`src/rtl/sdf_pkg.sv`:
```
// ----------------------------------------------------------------------------
// sdf_pkg
// Shared constants, character codes and the job record passed from the
// front end through the queue to the back end.
// ----------------------------------------------------------------------------
package sdf_pkg;

  localparam int DIGIT_SLOTS = 10;
  localparam int VALUE_W     = 32;
  localparam int FIELD_W     = 4;
  localparam int CHAR_W      = 7;

  // count and point are compared in a common width
  localparam int CNT_W = ($clog2(DIGIT_SLOTS + 1) > FIELD_W) ?
                         $clog2(DIGIT_SLOTS + 1) : FIELD_W;
  localparam int DIG_W = ($clog2(DIGIT_SLOTS) > 1) ? $clog2(DIGIT_SLOTS) : 1;
  localparam int BCD_W = 4 * DIGIT_SLOTS;

  // binary to bcd conversion, bits consumed per cycle
  localparam int BITS_PER_STEP = 4;
  localparam int STEPS         = VALUE_W / BITS_PER_STEP;
  localparam int STEP_W        = ($clog2(STEPS) > 1) ? $clog2(STEPS) : 1;

  localparam int QUEUE_DEPTH = 2;
  localparam int QPTR_W      = ($clog2(QUEUE_DEPTH) > 1) ? $clog2(QUEUE_DEPTH) : 1;
  localparam int QFILL_W     = $clog2(QUEUE_DEPTH + 1);

  localparam logic [CHAR_W-1:0] CH_ZERO  = 7'h30;
  localparam logic [CHAR_W-1:0] CH_MINUS = 7'h2D;
  localparam logic [CHAR_W-1:0] CH_SPACE = 7'h20;
  localparam logic [CHAR_W-1:0] CH_POINT = 7'h2E;

  typedef struct packed {
    logic               negative;
    logic [VALUE_W-1:0] mag;
    logic [CNT_W-1:0]   count;
    logic [CNT_W-1:0]   point;
    logic               point_en;
  } sdf_job_t;

endpackage

```
`src/rtl/sdf_queue.sv`:
```
// ----------------------------------------------------------------------------
// sdf_queue
// Short job queue between front and back end.
// ----------------------------------------------------------------------------
module sdf_queue import sdf_pkg::*; (
  input  logic     clk,
  input  logic     rst,
  input  logic     push_valid,
  output logic     push_ready,
  input  sdf_job_t push_job,
  output logic     pop_valid,
  input  logic     pop_ready,
  output sdf_job_t pop_job
);

  sdf_job_t            entries [QUEUE_DEPTH];
  logic [QPTR_W-1:0]   wptr;
  logic [QPTR_W-1:0]   rptr;
  logic [QFILL_W-1:0]  fill;
  logic                push;
  logic                pop;

  assign push_ready = (fill != QFILL_W'(QUEUE_DEPTH));
  assign pop_valid  = (fill != '0);
  assign pop_job    = entries[rptr];
  assign push       = push_valid && push_ready;
  assign pop        = pop_valid && pop_ready;

  always_ff @(posedge clk) begin
    if (rst) begin
      wptr <= '0;
      rptr <= '0;
      fill <= '0;
    end else begin
      if (push) begin
        wptr <= (wptr == QPTR_W'(QUEUE_DEPTH - 1)) ? '0 : wptr + 1'b1;
      end
      if (pop) begin
        rptr <= (rptr == QPTR_W'(QUEUE_DEPTH - 1)) ? '0 : rptr + 1'b1;
      end
      if (push && !pop) begin
        fill <= fill + 1'b1;
      end else if (pop && !push) begin
        fill <= fill - 1'b1;
      end
    end
  end

  always_ff @(posedge clk) begin
    if (push) begin
      entries[wptr] <= push_job;
    end
  end

endmodule

```
`config.mk`:
```
export PLATFORM = sky130hd
export DESIGN_NAME = sdf_queue
export DESIGN_NICKNAME = d
export VERILOG_FILES = /design/src/rtl/sdf_pkg.sv /design/src/rtl/sdf_queue.sv
export SDC_FILE = /design/constraint.sdc
export NUM_CORES = 1
export LEC_CHECK = 0
export BUFFER_PORTS_ARGS = -buffer_cell sky130_fd_sc_hd__clkbuf_2
export CORE_MARGIN = 4
export CORE_UTILIZATION = 40
export DETAILED_ROUTE_END_ITERATION = 10
export PLACE_DENSITY = 0.66
export SYNTH_ARGS = -nofsm -noshare
export SYNTH_HDL_FRONTEND = slang
export SYNTH_SLANG_ARGS = --single-unit
```
`constraint.sdc`:
```
create_clock -name clk -period 2.1 [get_ports clk]
set_clock_uncertainty 0.2 [all_clocks]
set_input_delay 0.21 -clock clk [delete_from_list [all_inputs] [get_ports clk]]
set_output_delay 0.21 -clock clk [all_outputs]
set_load 0.1 [all_outputs]
```
==> impl_metrics.ini <==
[sta]
finalSetupViolCount = 0
rsz0062_at_grt = false
max-slew-margin-rel = 0.631
finalCritPeriodShare = 0.967
hold_violations = 0
tns_ps = 0
slew_viol_final = 0
hold_slack_ps = 77.6
worst_pin_slew_ps = 555
max_freq_ghz = 0.492
fin_crit_ps = 2030

[synthesis]
synth_edf_count = 84
yosysSeqAreaShare = 0.809
ys_seq_elements = 89
synth_top_area_cell = edfxtp_1
synthesis.area_um2 = 3240
synthFlopType = edfxtp_1
synthArstFlopShare = 0
synth.top_cell.area_share = 0.778
synth_compound_area_frac = 0.00926
synth_top_family_by_area = multiplexers
synthAdderAreaFrac = 0.00386
synth.avg_cell_area_um2 = 20.9
yosys.area_share.simple = 0.0154
synth_cell_types = 17
syn_inst = 155
yosys_warnings = 0
synthMuxAreaShare = 0.146
synth-xor-area-share = 0.00810
ys_top_cells_by_area = edfxtp_1 (78%), mux2_2 (15%), dfxtp_1 (3.1%)
syn_nets = 202

[power]
p_per_area_nw_per_um2 = 1480
vdd_drop_max_mv = 0.928
power_leakage_nw = 1.89
power_w = 0.00737

[global_routing]
antenna_found_initial = 0
grt_use_total = 0.137
overflow = 0
grt_pass1_wl_um = 10300
grt_pass1_vias = 2059
grt_max_degree = 43

[placed_design]
place_congestion = 0.666
portBuffers = 89
place_area_um2 = 4330
hpwl_um = 4140

[floorplanning]
die_x_um = 98.0
core_area_um2 = 7810
die_area_um2 = 9610
num_rows = 32
start_util = 0.415
ios = 90
die_h_um = 98.0

[routing]
drt_pass1_iterations = 4
num_vias = 1872
drc = 0
wl_um = 6250
wl_per_cell_um = 15.4
vias_per_cell = 4.61
postRouteAntennaNets = 0
drt_iter0_drc = 60

[layout]
fin_util = 0.639
antenna_cells = 0
syn2layout_area_growth_pct = 53.7
drive_gt1_frac = 0.513
nets = 346
postLayoutCellArea_um2 = 4990

[run]
drv_cap = 0

[cts]
clockBufferDepth = 2
clk_pin_slew_ps = 80
cts_num_sinks = 89
clk-insertion-delay-late_ps = 340
cts_buffers = 9
h-tree-depth = 3
cts_tree = built
clock-root-buffer = clkbuf_8

[setup_path]
end_kind = output pin
worstSetupPathType = reg -> out
cp_data_arrival_time_ps = 1620
cp_data_required_time_ps = 1690
crit_path_start_kind = flop
cp_max_fo = 26

[min_path]
hold_path.class = in -> reg

[status]
outcome = finished, final reports clean
stage by stage:
step | std cells | worst slack (ps)
floorplan | 155 | 38.8
global placement | 346 | 340
detailed placement | 346 | 292
CTS | 406 | 30.0
global route | 406 | 0.286
finish | 406 | 68.6
metal layers:
layer  vias up  share of wire  global-route usage
met3        10          0.050              0.0300
li1        895              -                   -
met1       904           0.43               0.171
met4         0          0.015              0.0532
met2        63           0.51               0.233
met5         -              0                   0
final cells by class:
type                       instances  area [um2]
clock inverter                     5        78.8
fill                             579        2820
inverter                           1        7.51
timing repair buffer             138        1420
multi-input combinational         60         601
sequential                        89        2620
clock buffer                      11         131
tap                              102         128
cell families after synthesis:
logic type / after synthesis
flip-flops: 89
AND/OR/NAND/NOR: 9
XOR/XNOR: 3
adder cells (fa/ha/maj): 1
buffers and inverters: 6
AO/OA/AOI/OAI: 5
multiplexers: 42
critical path, cell delays in order, from the launching register on:
cell and delay, ps:
dfxtp_2 360, buf_12 190, mux2_2 350, clkbuf_2 370
synth_stat cells, drive strengths merged (2+ instances only):
master / n
xor2: 3
a21oi: 2
buf: 5
edfxtp: 84
nor2: 3
o21ai: 2
dfxtp: 5
mux2: 42
registers in the layout (all words and copies together), names as in the netlist, named ones only:
name	cells
rptr	1
wptr	1
entries	84
fill	2
cell usage in the layout, fill, tap and decap left out:
| master | synthesis | final |
|---|---|---|
| nand3b_1 | 1 | 1 |
| and3_2 | 0 | 1 |
| bufinv_16 | 0 | 2 |
| o21ai_0 | 2 | 2 |
| clkbuf_4 | 0 | 3 |
| xor2_1 | 3 | 3 |
| clkinv_2 | 0 | 2 |
| or3_1 | 1 | 1 |
| clkbuf_8 | 0 | 9 |
| dlygate4sd3_1 | 0 | 44 |
| clkbuf_1 | 0 | 2 |
| or2_2 | 1 | 1 |
| dfxtp_2 | 0 | 1 |
| edfxtp_1 | 84 | 84 |
| a21oi_1 | 2 | 2 |
| and2_1 | 1 | 1 |
| nor2_1 | 3 | 3 |
| clkbuf_2 | 0 | 57 |
| mux2_2 | 42 | 42 |
| clkinvlp_4 | 0 | 1 |
| ha_1 | 1 | 1 |
| buf_12 | 0 | 33 |
| dfxtp_1 | 5 | 4 |
| a21bo_2 | 1 | 1 |
| buf_4 | 0 | 1 |
| inv_6 | 0 | 1 |
| nand2b_4 | 0 | 1 |
report_power, final:
group	leakage (nW)	total [W]	internal [W]	switching, W
Clock	0.108	0.00122	0.000672	0.000550
Combinational	0.959	0.00386	0.00123	0.00263
Sequential	0.826	0.00229	0.00222	0.0000738
final timing paths:
check / start / endpoint / slack (ps) / depth (start not counted)
setup / recovery: flop / pop_job[23] / 70 / 3
hold / removal: pop_ready / rptr / 80 / 4
setup reg to reg: fill[0] / fill[1] / 310 / 5
hold reg to reg: rptr / rptr / 320 / 2
what timing repair did:
action                                 4_1_cts  5_1_grt
hold buffers                                44        0
setup endpoints to repair                    3        0
setup buffers                                0        0
endpoints found under the hold margin       89        0
gates resized for setup                      3        0
Power figures use the tool's default switching activity.
